==> config.mk <==
export PLATFORM = sky130hd
export DESIGN_NAME = aud_adpcm_stream_decoder_unit
export DESIGN_NICKNAME = d
export VERILOG_FILES = /design/src/rtl/aud_pkg.sv /design/src/rtl/aud_scale.sv /design/src/rtl/aud_adpcm_stream_decoder_unit.sv
export SDC_FILE = /design/constraint.sdc
export NUM_CORES = 1
export LEC_CHECK = 0
export BUFFER_PORTS_ARGS = -buffer_cell sky130_fd_sc_hd__buf_4
export CAP_MARGIN = 20
export CORE_MARGIN = 2
export CORE_UTILIZATION = 60
export DETAILED_ROUTE_END_ITERATION = 6
export PLACE_DENSITY = 0.8
export SYNTH_ARGS = -nofsm -noshare
export SYNTH_HDL_FRONTEND = slang
export SYNTH_SLANG_ARGS = --single-unit
==> constraint.sdc <==
create_clock -name i_clk -period 14.9 [get_ports i_clk]
set_input_delay 2.98 -clock i_clk [delete_from_list [all_inputs] [get_ports i_clk]]
set_output_delay 2.98 -clock i_clk [all_outputs]
set_load 0.005 [all_outputs]
==> src/rtl/aud_pkg.sv <==
`timescale 1ns / 1ps
`default_nettype none
package aud_pkg;

    typedef struct packed {
        logic [7:0] data_byte;
        logic       stream_start;
    } t_in_item;

    typedef struct packed {
        logic signed [15:0] sample;
        logic               last_of_run;
    } t_out_item;

    localparam logic [0:0] CFG_CODEC  = 1'd0;
    localparam logic [0:0] CFG_VOLUME = 1'd1;
    localparam logic [15:0] VOL_UNITY = 16'd32768;

    typedef enum logic [2:0] {
        ST_IDLE,
        ST_DECODE,
        ST_SCALE,
        ST_EMIT,
        ST_FINISH
    } t_state;

    function automatic logic [14:0] ima_step(input logic [6:0] si);
        logic [14:0] r;
        begin
            case (si)
                7'd0: r = 15'd7;      7'd1: r = 15'd8;      7'd2: r = 15'd9;
                7'd3: r = 15'd10;     7'd4: r = 15'd11;     7'd5: r = 15'd12;
                7'd6: r = 15'd13;     7'd7: r = 15'd14;     7'd8: r = 15'd16;
                7'd9: r = 15'd17;     7'd10: r = 15'd19;    7'd11: r = 15'd21;
                7'd12: r = 15'd23;    7'd13: r = 15'd25;    7'd14: r = 15'd28;
                7'd15: r = 15'd31;    7'd16: r = 15'd34;    7'd17: r = 15'd37;
                7'd18: r = 15'd41;    7'd19: r = 15'd45;    7'd20: r = 15'd50;
                7'd21: r = 15'd55;    7'd22: r = 15'd60;    7'd23: r = 15'd66;
                7'd24: r = 15'd73;    7'd25: r = 15'd80;    7'd26: r = 15'd88;
                7'd27: r = 15'd97;    7'd28: r = 15'd107;   7'd29: r = 15'd118;
                7'd30: r = 15'd130;   7'd31: r = 15'd143;   7'd32: r = 15'd157;
                7'd33: r = 15'd173;   7'd34: r = 15'd190;   7'd35: r = 15'd209;
                7'd36: r = 15'd230;   7'd37: r = 15'd253;   7'd38: r = 15'd279;
                7'd39: r = 15'd307;   7'd40: r = 15'd337;   7'd41: r = 15'd371;
                7'd42: r = 15'd408;   7'd43: r = 15'd449;   7'd44: r = 15'd494;
                7'd45: r = 15'd544;   7'd46: r = 15'd598;   7'd47: r = 15'd658;
                7'd48: r = 15'd724;   7'd49: r = 15'd796;   7'd50: r = 15'd876;
                7'd51: r = 15'd963;   7'd52: r = 15'd1060;  7'd53: r = 15'd1166;
                7'd54: r = 15'd1282;  7'd55: r = 15'd1411;  7'd56: r = 15'd1552;
                7'd57: r = 15'd1707;  7'd58: r = 15'd1878;  7'd59: r = 15'd2066;
                7'd60: r = 15'd2272;  7'd61: r = 15'd2499;  7'd62: r = 15'd2749;
                7'd63: r = 15'd3024;  7'd64: r = 15'd3327;  7'd65: r = 15'd3660;
                7'd66: r = 15'd4026;  7'd67: r = 15'd4428;  7'd68: r = 15'd4871;
                7'd69: r = 15'd5358;  7'd70: r = 15'd5894;  7'd71: r = 15'd6484;
                7'd72: r = 15'd7132;  7'd73: r = 15'd7845;  7'd74: r = 15'd8630;
                7'd75: r = 15'd9493;  7'd76: r = 15'd10442; 7'd77: r = 15'd11487;
                7'd78: r = 15'd12635; 7'd79: r = 15'd13899; 7'd80: r = 15'd15289;
                7'd81: r = 15'd16818; 7'd82: r = 15'd18500; 7'd83: r = 15'd20350;
                7'd84: r = 15'd22385; 7'd85: r = 15'd24623; 7'd86: r = 15'd27086;
                7'd87: r = 15'd29794;
                default: r = 15'd32767;
            endcase
            return r;
        end
    endfunction

    function automatic logic signed [4:0] delta4(input logic [3:0] c);
        logic signed [4:0] r;
        begin
            case (c)
                4'd0: r = -5'sd9;  4'd1: r = -5'sd8;  4'd2: r = -5'sd6;
                4'd3: r = -5'sd5;  4'd4: r = -5'sd4;  4'd5: r = -5'sd3;
                4'd6: r = -5'sd2;  4'd7: r = -5'sd1;  4'd8: r = 5'sd0;
                4'd9: r = 5'sd1;   4'd10: r = 5'sd2;  4'd11: r = 5'sd3;
                4'd12: r = 5'sd4;  4'd13: r = 5'sd5;  4'd14: r = 5'sd6;
                default: r = 5'sd8;
            endcase
            return r;
        end
    endfunction

endpackage
`default_nettype wire

==> src/rtl/aud_scale.sv <==
`timescale 1ns / 1ps
`default_nettype none
module aud_scale
    import aud_pkg::*;
(
    input  wire logic               i_clk,
    input  wire logic signed [15:0] i_value,
    input  wire logic        [15:0] i_volume,
    output logic signed [15:0]      o_scaled
);
    // Q15 gain, truncation toward zero; result registered
    logic        [15:0] vol_sat;
    logic signed [32:0] prod;
    logic signed [32:0] adj;
    logic signed [15:0] r_scaled;

    always_comb begin
        vol_sat = (i_volume > VOL_UNITY) ? VOL_UNITY : i_volume;
        prod = 33'(i_value) * $signed({17'd0, vol_sat});
        adj = prod[32] ? (prod + 33'sd32767) : prod;
    end

    always_ff @(posedge i_clk) begin
        r_scaled <= adj[30:15];
    end

    assign o_scaled = r_scaled;
endmodule
`default_nettype wire

==> src/rtl/aud_adpcm_stream_decoder_unit.sv <==
`timescale 1ns / 1ps
`default_nettype none
// Steps: a header byte goes through decode and back to idle; a data byte goes
// through decode, scale and emit per sample (emit waits on output stall), then
// a last decode and finish. An IMA nibble that yields no sample adds a decode step.
// A byte yields up to 64 samples; the input stalls until the byte is finished
// and the unit is idle again, after the last one is loaded into the output register.
// Reset (synchronous, active low) clears stream state, codec 0, unity volume.
module aud_adpcm_stream_decoder_unit
    import aud_pkg::*;
(
    input  wire logic      i_clk,
    input  wire logic      i_rst_n,
    input  wire logic      i_valid,
    output logic           o_stall,
    input  wire t_in_item  i_item,
    output logic           o_valid,
    input  wire logic      i_stall,
    output t_out_item      o_item,
    input  wire logic      i_cfg_valid,
    output logic           o_cfg_ready,
    input  wire logic      i_cfg_index,
    input  wire logic [15:0] i_cfg_data
);
    t_state r_state, n_state;
    logic        r_codec;
    logic [15:0] r_volume;
    logic [3:0]  r_hdr_cnt, n_hdr_cnt;
    logic [15:0] r_size, n_size;
    logic [15:0] r_bytes, n_bytes;
    logic [14:0] r_samp, n_samp;
    logic        r_raw, n_raw;
    logic [15:0] r_pred, n_pred;
    logic [6:0]  r_si, n_si;
    logic [1:0]  r_cmode, n_cmode;
    logic [6:0]  r_cleft, n_cleft;
    logic [7:0]  r_byte, n_byte;
    logic [6:0]  r_cnt, n_cnt;     // samples remaining for this byte
    logic [1:0]  r_pos, n_pos;     // sub-sample position in byte
    logic [1:0]  r_kind, n_kind;   // 0 ima, 1 repeat/single/raw, 2 delta2, 3 delta4
    logic        r_last, n_last;
    logic signed [15:0] r_val, n_val;
    logic        r_ov, n_ov;
    t_out_item   r_out, n_out;
    logic signed [15:0] scaled;

    aud_scale u_scale (
        .i_clk(i_clk), .i_value(r_val), .i_volume(r_volume), .o_scaled(scaled)
    );

    assign o_stall = (r_state != ST_IDLE);
    assign o_cfg_ready = (r_state == ST_IDLE) && !r_ov;
    assign o_valid = r_ov;
    assign o_item = r_out;

    always_ff @(posedge i_clk) begin
        if (!i_rst_n) begin
            r_codec <= 1'b0;
            r_volume <= VOL_UNITY;
        end else if (i_cfg_valid && o_cfg_ready) begin
            if (i_cfg_index == CFG_CODEC) r_codec <= i_cfg_data[0];
            else r_volume <= i_cfg_data;
        end
    end

    always_ff @(posedge i_clk) begin
        if (!i_rst_n) begin
            r_state <= ST_IDLE;
            r_hdr_cnt <= '0; r_size <= '0; r_bytes <= '0; r_samp <= '0;
            r_raw <= 1'b0; r_pred <= '0; r_si <= '0; r_cmode <= '0;
            r_cleft <= '0; r_ov <= 1'b0;
        end else begin
            r_state <= n_state;
            r_hdr_cnt <= n_hdr_cnt; r_size <= n_size; r_bytes <= n_bytes;
            r_samp <= n_samp; r_raw <= n_raw; r_pred <= n_pred; r_si <= n_si;
            r_cmode <= n_cmode; r_cleft <= n_cleft; r_ov <= n_ov;
        end
        r_byte <= n_byte; r_cnt <= n_cnt; r_pos <= n_pos; r_kind <= n_kind;
        r_last <= n_last; r_val <= n_val; r_out <= n_out;
    end

    logic signed [15:0] cur8;
    logic [14:0] step;
    logic [16:0] diff;
    logic signed [17:0] psum;
    logic [3:0]  nib;
    logic signed [7:0] idx;
    logic signed [9:0] dsum;
    logic signed [4:0] dlt;
    logic [1:0]  c2;

    always_comb begin
        n_state = r_state;
        n_hdr_cnt = r_hdr_cnt; n_size = r_size; n_bytes = r_bytes;
        n_samp = r_samp; n_raw = r_raw; n_pred = r_pred; n_si = r_si;
        n_cmode = r_cmode; n_cleft = r_cleft;
        n_byte = r_byte; n_cnt = r_cnt; n_pos = r_pos; n_kind = r_kind;
        n_last = r_last; n_val = r_val; n_out = r_out;
        n_ov = r_ov && i_stall;
        cur8 = r_pred;
        if ($signed(r_pred) < 0) cur8 = 16'sd0;
        else if ($signed(r_pred) > 16'sd255) cur8 = 16'sd255;
        step = ima_step((r_si > 7'd88) ? 7'd88 : r_si);
        nib = r_pos[0] ? r_byte[7:4] : r_byte[3:0];
        diff = 17'(step >> 3);
        if (nib[0]) diff = diff + 17'(step >> 2);
        if (nib[1]) diff = diff + 17'(step >> 1);
        if (nib[2]) diff = diff + 17'(step);
        psum = nib[3] ? (18'($signed(r_pred)) - $signed({1'b0, diff}))
                      : (18'($signed(r_pred)) + $signed({1'b0, diff}));
        idx = $signed({1'b0, ((r_si > 7'd88) ? 7'd88 : r_si)});
        case (nib[2:0])
            3'd4: idx = idx + 8'sd2;
            3'd5: idx = idx + 8'sd4;
            3'd6: idx = idx + 8'sd6;
            3'd7: idx = idx + 8'sd8;
            default: idx = idx - 8'sd1;
        endcase
        c2 = r_byte[2*r_pos +: 2];
        case (c2)
            2'd0: dlt = -5'sd2;
            2'd1: dlt = -5'sd1;
            2'd2: dlt = 5'sd0;
            default: dlt = 5'sd1;
        endcase
        if (r_kind == 2'd3) dlt = delta4(nib);
        dsum = 10'(cur8) + 10'(dlt);

        case (r_state)
            ST_IDLE: begin
                if (i_valid) begin
                    n_byte = i_item.data_byte;
                    n_pos = 2'd0;
                    n_cnt = 7'd0;
                    n_last = 1'b0;
                    if (i_item.stream_start) begin
                        n_hdr_cnt = '0; n_size = '0; n_bytes = '0; n_samp = '0;
                        n_raw = 1'b0; n_pred = r_codec ? 16'd128 : 16'd0;
                        n_si = '0; n_cmode = '0; n_cleft = '0;
                    end
                    n_state = ST_DECODE;
                    if (i_item.stream_start || r_hdr_cnt < 4'd8) begin
                        n_pos = 2'd3; // header marker
                    end else if (!r_codec) begin
                        n_kind = 2'd0;
                        n_cnt = 7'd2;
                    end else if (r_raw) begin
                        n_kind = 2'd1; n_cnt = 7'd1; n_val = '0;
                    end else if (r_cleft == 7'd0) begin
                        n_kind = 2'd1;
                        case (i_item.data_byte[7:6])
                            2'd3: n_cnt = {1'b0, i_item.data_byte[5:0]} + 7'd1;
                            2'd2: n_cnt = i_item.data_byte[5] ? 7'd1 : 7'd0;
                            default: n_cnt = 7'd0;
                        endcase
                    end else begin
                        case (r_cmode)
                            2'd0: begin n_kind = 2'd2; n_cnt = 7'd4; end
                            2'd1: begin n_kind = 2'd3; n_cnt = 7'd2; end
                            2'd2: begin n_kind = 2'd1; n_cnt = 7'd1; end
                            default: begin n_kind = 2'd1; n_cnt = 7'd0; end
                        endcase
                    end
                end
            end
            ST_DECODE: begin
                if (r_hdr_cnt < 4'd8 && r_cnt == 7'd0 && r_pos == 2'd3) begin
                    case (r_hdr_cnt)
                        4'd0: n_bytes = {8'd0, r_byte};
                        4'd1: n_bytes = {r_byte, r_bytes[7:0]};
                        4'd2: n_size = {8'd0, r_byte};
                        4'd3: begin
                            n_size = {r_byte, r_size[7:0]};
                            n_samp = n_size[15:1];
                            n_raw = (n_size == r_bytes);
                        end
                        default: ;
                    endcase
                    n_hdr_cnt = r_hdr_cnt + 4'd1;
                    if (r_hdr_cnt == 4'd7 && r_bytes == 16'd0) begin
                        n_cmode = '0; n_cleft = '0; n_hdr_cnt = '0;
                    end
                    n_state = ST_IDLE;
                end else if (!r_codec && r_cnt != 7'd0) begin
                    n_cnt = r_cnt - 7'd1;
                    if (r_samp != 15'd0) begin
                        if (psum < -18'sd32768) n_pred = 16'h8000;
                        else if (psum > 18'sd32767) n_pred = 16'h7FFF;
                        else n_pred = psum[15:0];
                        n_si = (idx < 0) ? 7'd0 : ((idx > 8'sd88) ? 7'd88 : idx[6:0]);
                        n_samp = r_samp - 15'd1;
                        n_val = $signed(n_pred);
                        n_last = (r_cnt == 7'd1) || (r_samp == 15'd1);
                        n_state = ST_SCALE;
                    end
                    n_pos = r_pos + 2'd1;
                end else if (r_codec && r_cnt != 7'd0) begin
                    n_cnt = r_cnt - 7'd1;
                    n_last = (r_cnt == 7'd1);
                    n_pos = r_pos + 2'd1;
                    if (r_kind == 2'd1) begin
                        if (r_raw || r_cleft != 7'd0) n_pred = {8'd0, r_byte};
                        else if (r_byte[7:6] == 2'd2)
                            dsum = 10'(cur8) + 10'($signed(r_byte[4:0]));
                        if (!r_raw && r_cleft == 7'd0 && r_byte[7:6] == 2'd2)
                            n_pred = (dsum < 0) ? 16'd0 :
                                     ((dsum > 10'sd255) ? 16'd255 : 16'(dsum));
                        else if (!r_raw && r_cleft == 7'd0) n_pred = cur8;
                    end else begin
                        n_pred = (dsum < 0) ? 16'd0 :
                                 ((dsum > 10'sd255) ? 16'd255 : 16'(dsum));
                    end
                    n_val = $signed({n_pred[7:0] ^ 8'h80, 8'd0});
                    n_state = ST_SCALE;
                end else begin
                    n_state = ST_FINISH;
                end
            end
            ST_SCALE: n_state = ST_EMIT;
            ST_EMIT: begin
                if (!r_ov || !i_stall) begin
                    n_out.sample = scaled;
                    n_out.last_of_run = r_last;
                    n_ov = 1'b1;
                    n_state = ST_DECODE;
                end
            end
            ST_FINISH: begin
                if (r_codec) begin
                    if (r_raw) begin
                    end else if (r_cleft == 7'd0) begin
                        if (!(r_byte[7:6] == 2'd3 || (r_byte[7:6] == 2'd2 && r_byte[5])))
                        begin
                            n_cmode = r_byte[7:6];
                            n_cleft = {1'b0, r_byte[5:0]} + 7'd1;
                        end
                        n_pred = cur8;
                    end else begin
                        n_cleft = r_cleft - 7'd1;
                        if (r_cmode == 2'd3) n_pred = cur8;
                    end
                end
                n_bytes = r_bytes - 16'd1;
                if (n_bytes == 16'd0) begin
                    n_hdr_cnt = '0; n_cmode = '0; n_cleft = '0;
                end
                n_state = ST_IDLE;
            end
            default: n_state = ST_IDLE;
        endcase
    end

`ifndef SYNTHESIS
    a_no_accept_busy: assert property (@(posedge i_clk) disable iff (!i_rst_n)
        (r_state != ST_IDLE) |-> o_stall) else $error("accept while busy");
    a_si_range: assert property (@(posedge i_clk) disable iff (!i_rst_n)
        (r_si <= 7'd88)) else $error("step index out of range");
    a_hdr_range: assert property (@(posedge i_clk) disable iff (!i_rst_n)
        (r_hdr_cnt <= 4'd8)) else $error("header count out of range");
    a_emit_next: assert property (@(posedge i_clk) disable iff (!i_rst_n)
        (r_state == ST_SCALE) |=> (r_state == ST_EMIT)) else $error("scale slot");
`endif
endmodule
`default_nettype wire
==> qor.csv <==
metric,value,unit
peakVddDrop,0.144,mV
n_fill_cell,3372,
syn_area_per_cell,8.01,µm²
cts_root_buf,clkbuf_16,
cp_data_required_time,15210,ps
synth.distinct_cells,86,
grt_start_max_net_pins,88,
diodes,0,
power_frac_comb,73.2,%
max_freq,82.6,MHz
slew_headroom,20.0,%
drv_cap,0,
synthAdderAreaFrac,28.6,%
die-height,206,µm
grt_pass1_wl,116000,µm
port_buffers,50,
clk_latency,460,ps
synthToLayoutAreaGrowth,5.30,%
syn_area,24500,µm²
h-tree-depth,4,
worst_slack,2790,ps
netlist_instances,3055,
clock_sinks,166,
p_per_area,176,nW/µm²
synth_flop_cell,dfxtp_1,
switchingPower,2.41,mW
crit_top_cell,nand2_1,
ant_nets,0,
routedWlPerCell,20.3,µm
async_reset_ff_share,0,%
max_stage_delay,610,ps
rsz0062_at_grt,no,
hp-class,register to register,
synth_compound_area_share,20.5,%
cts_setup_buffers,0,
p_int,2.11,mW
grtUsageTotal,34.2,%
die-area,42400,µm²
nets,3474,
p_leak,11.7,nW
fin_util,64.4,%
p_seq_share,17.1,%
viasPerCell,6.47,
outcome,"complete, no violations",
yosysSeqAreaShare,15.7,%
drive_gt1_share,5.57,%
setup.worst_path.start_class,register,
die_w,206,µm
yosys-top-cells-count,"nand2_1 (360), inv_1 (308), ha_1 (239)",
final-seq-area,3850,µm²
floorplan.rows,73,
synth_top_family_by_area,adder cells,
synth_xor_area_share,5.48,%
post_cts_resized,0,
ys_ff_latch,166,
cts.path.max_buffers,2,
detail_route.iter0.violations,2307,
synth_edf_count,53,
coreArea,40000,µm²
grt.overflow.total,0,
num_vias,22900,
yosysMostFrequentCell,nand2_1,
pwr-share-clk,9.7,%
drt-pass1-iter-count,7,
grt_antenna_before_repair,1,
cts-hold-fix-buffers,0,
clk_pin_slew_worst_paths,70,ps
synth_mux_area_share,1.39,%
period_share,81.3,%
criticalPathCategory,register to register,
drc,0,
cts_buffers,17,
worstMarginPinSlew,1200,ps
start_util,61.2,%
place_ws,2920,ps
finalCriticalPeriod,12110,ps
power.total,4.53,mW
whs,406,ps
swShare,53.3,%
drt-total-wl,71900,µm
setup_tns,0,ps
place.gp.congestion,0.973,
grt_pass1_vias,22453,
multi_input_area,18900,µm²
drv_slew,0,
worstPathArrival,12420,ps
cp_max_fo,47,
yosys.area_share.simple,21.1,%
synth_area_leaders,"fa_1 (16%), ha_1 (12%), dfxtp_1 (9.2%), edfxtp_1 (6.5%), nand2_1 (5.5%)",
hold_violations,0,
dp.final_hpwl,53500,µm
pin_count,51,
endpoint_kind,register,
tritoncts,yes,
yosysTopAreaCell,fa_1,
setup_viol,0,
synth_top_area_share,16.4,%
fin_skew,14.0,ps
crit_path_top_delay_cell,or4b_4,
ys_warn_count,0,
[path summary, 6_finish.rpt]
kind                        from        end  slack, ps  depth (start not counted)
max                      r_si[3]  r_val[11]       2790                         45
min          u_scale.o_scaled[7]  o_item[8]        410                          0
max reg2reg              r_si[3]  r_val[11]       2790                         45
min reg2reg  u_scale.o_scaled[7]  o_item[8]        410                          0
[power groups by stage]
| stage | Combinational [mW] | Clock [mW] | Sequential [mW] |
|---|---|---|---|
| floorplan | 2.53 | 0 | 0.659 |
| detailed placement | 3.22 | 0 | 0.772 |
| global route | 3.67 | 0.462 | 0.781 |
| CTS | 3.25 | 0.442 | 0.763 |
| global placement | 3.12 | 0 | 0.765 |
| finish | 3.31 | 0.440 | 0.774 |
[cell usage in the layout, fill, tap and decap left out, types with 53 or more instances in the layout]
cell type and n:
a21oi_1 149, and2_1 96, buf_4 79, dfxtp_1 113
edfxtp_1 53, fa_1 200, ha_1 239, inv_1 308
nand2_1 360, nand3_1 55, nor2_1 185, nor2b_1 69
nor3_1 71, o21ai_0 163, xnor2_1 86, xor2_1 67
[kinds of logic after synthesis]
family	Yosys count
mux	29
compound gates	746
simple gates	1055
buf+inv	466
fa+ha+maj	439
flops	166
xor+xnor	153
other cells	1
[metal layers]
| layer | part of all wire, % | vias up | GRT usage (%) |
|---|---|---|---|
| li1 | - | 10497 | - |
| met1 | 41 | 11031 | 44.6 |
| met2 | 46 | 1144 | 55.9 |
| met3 | 8.7 | 228 | 6.10 |
| met4 | 4.0 | 0 | 14.5 |
| met5 | 0 | - | 0 |
[stage by stage]
| step | cell area, µm² | instances |
|---|---|---|
| 2_1_floorplan | 24500 | 3056 |
| 3_3_place_gp | 25200 | 3506 |
| 3_5_place_dp | 25200 | 3507 |
| 4_1_cts | 25700 | 3539 |
| 5_1_grt | 25800 | 3542 |
| 6_report | 25800 | 3542 |
[area by class of cell]
cell class                      instances  share of cell area, %
Inverter                              312                   4.54
Timing Repair Buffer                   83                   2.43
Multi-Input combinational cell       2424                   73.3
Clock inverter                         13                  0.495
Tap cell                              525                   2.55
Clock buffer                           19                   1.76
Sequential cell                       166                   15.0
[worst max-delay path, delay by kind of cell, from the launching register on]
family | cells | cell delay (ps)
buf+inv | 3 | 810
mux | 1 | 290
compound gates | 17 | 4240
simple gates | 14 | 3580
xor+xnor | 5 | 900
flops | 1 | 310
fa+ha+maj | 5 | 1770
[sequential cells by signal, indices dropped and copies added, names as in the netlist, 2 cells and up]
register / count
r_kind: 2
r_bytes: 16
r_cmode: 2
o_item: 17
r_samp: 15
r_state: 3
r_cleft: 7
r_cnt: 7
r_size: 8
r_byte: 8
r_hdr_cnt: 4
r_si: 7
r_pred: 16
r_val: 16
r_pos: 2
r_volume: 16
u_scale.o_scaled: 16
Note: power is estimated with default switching activity, not from simulation.
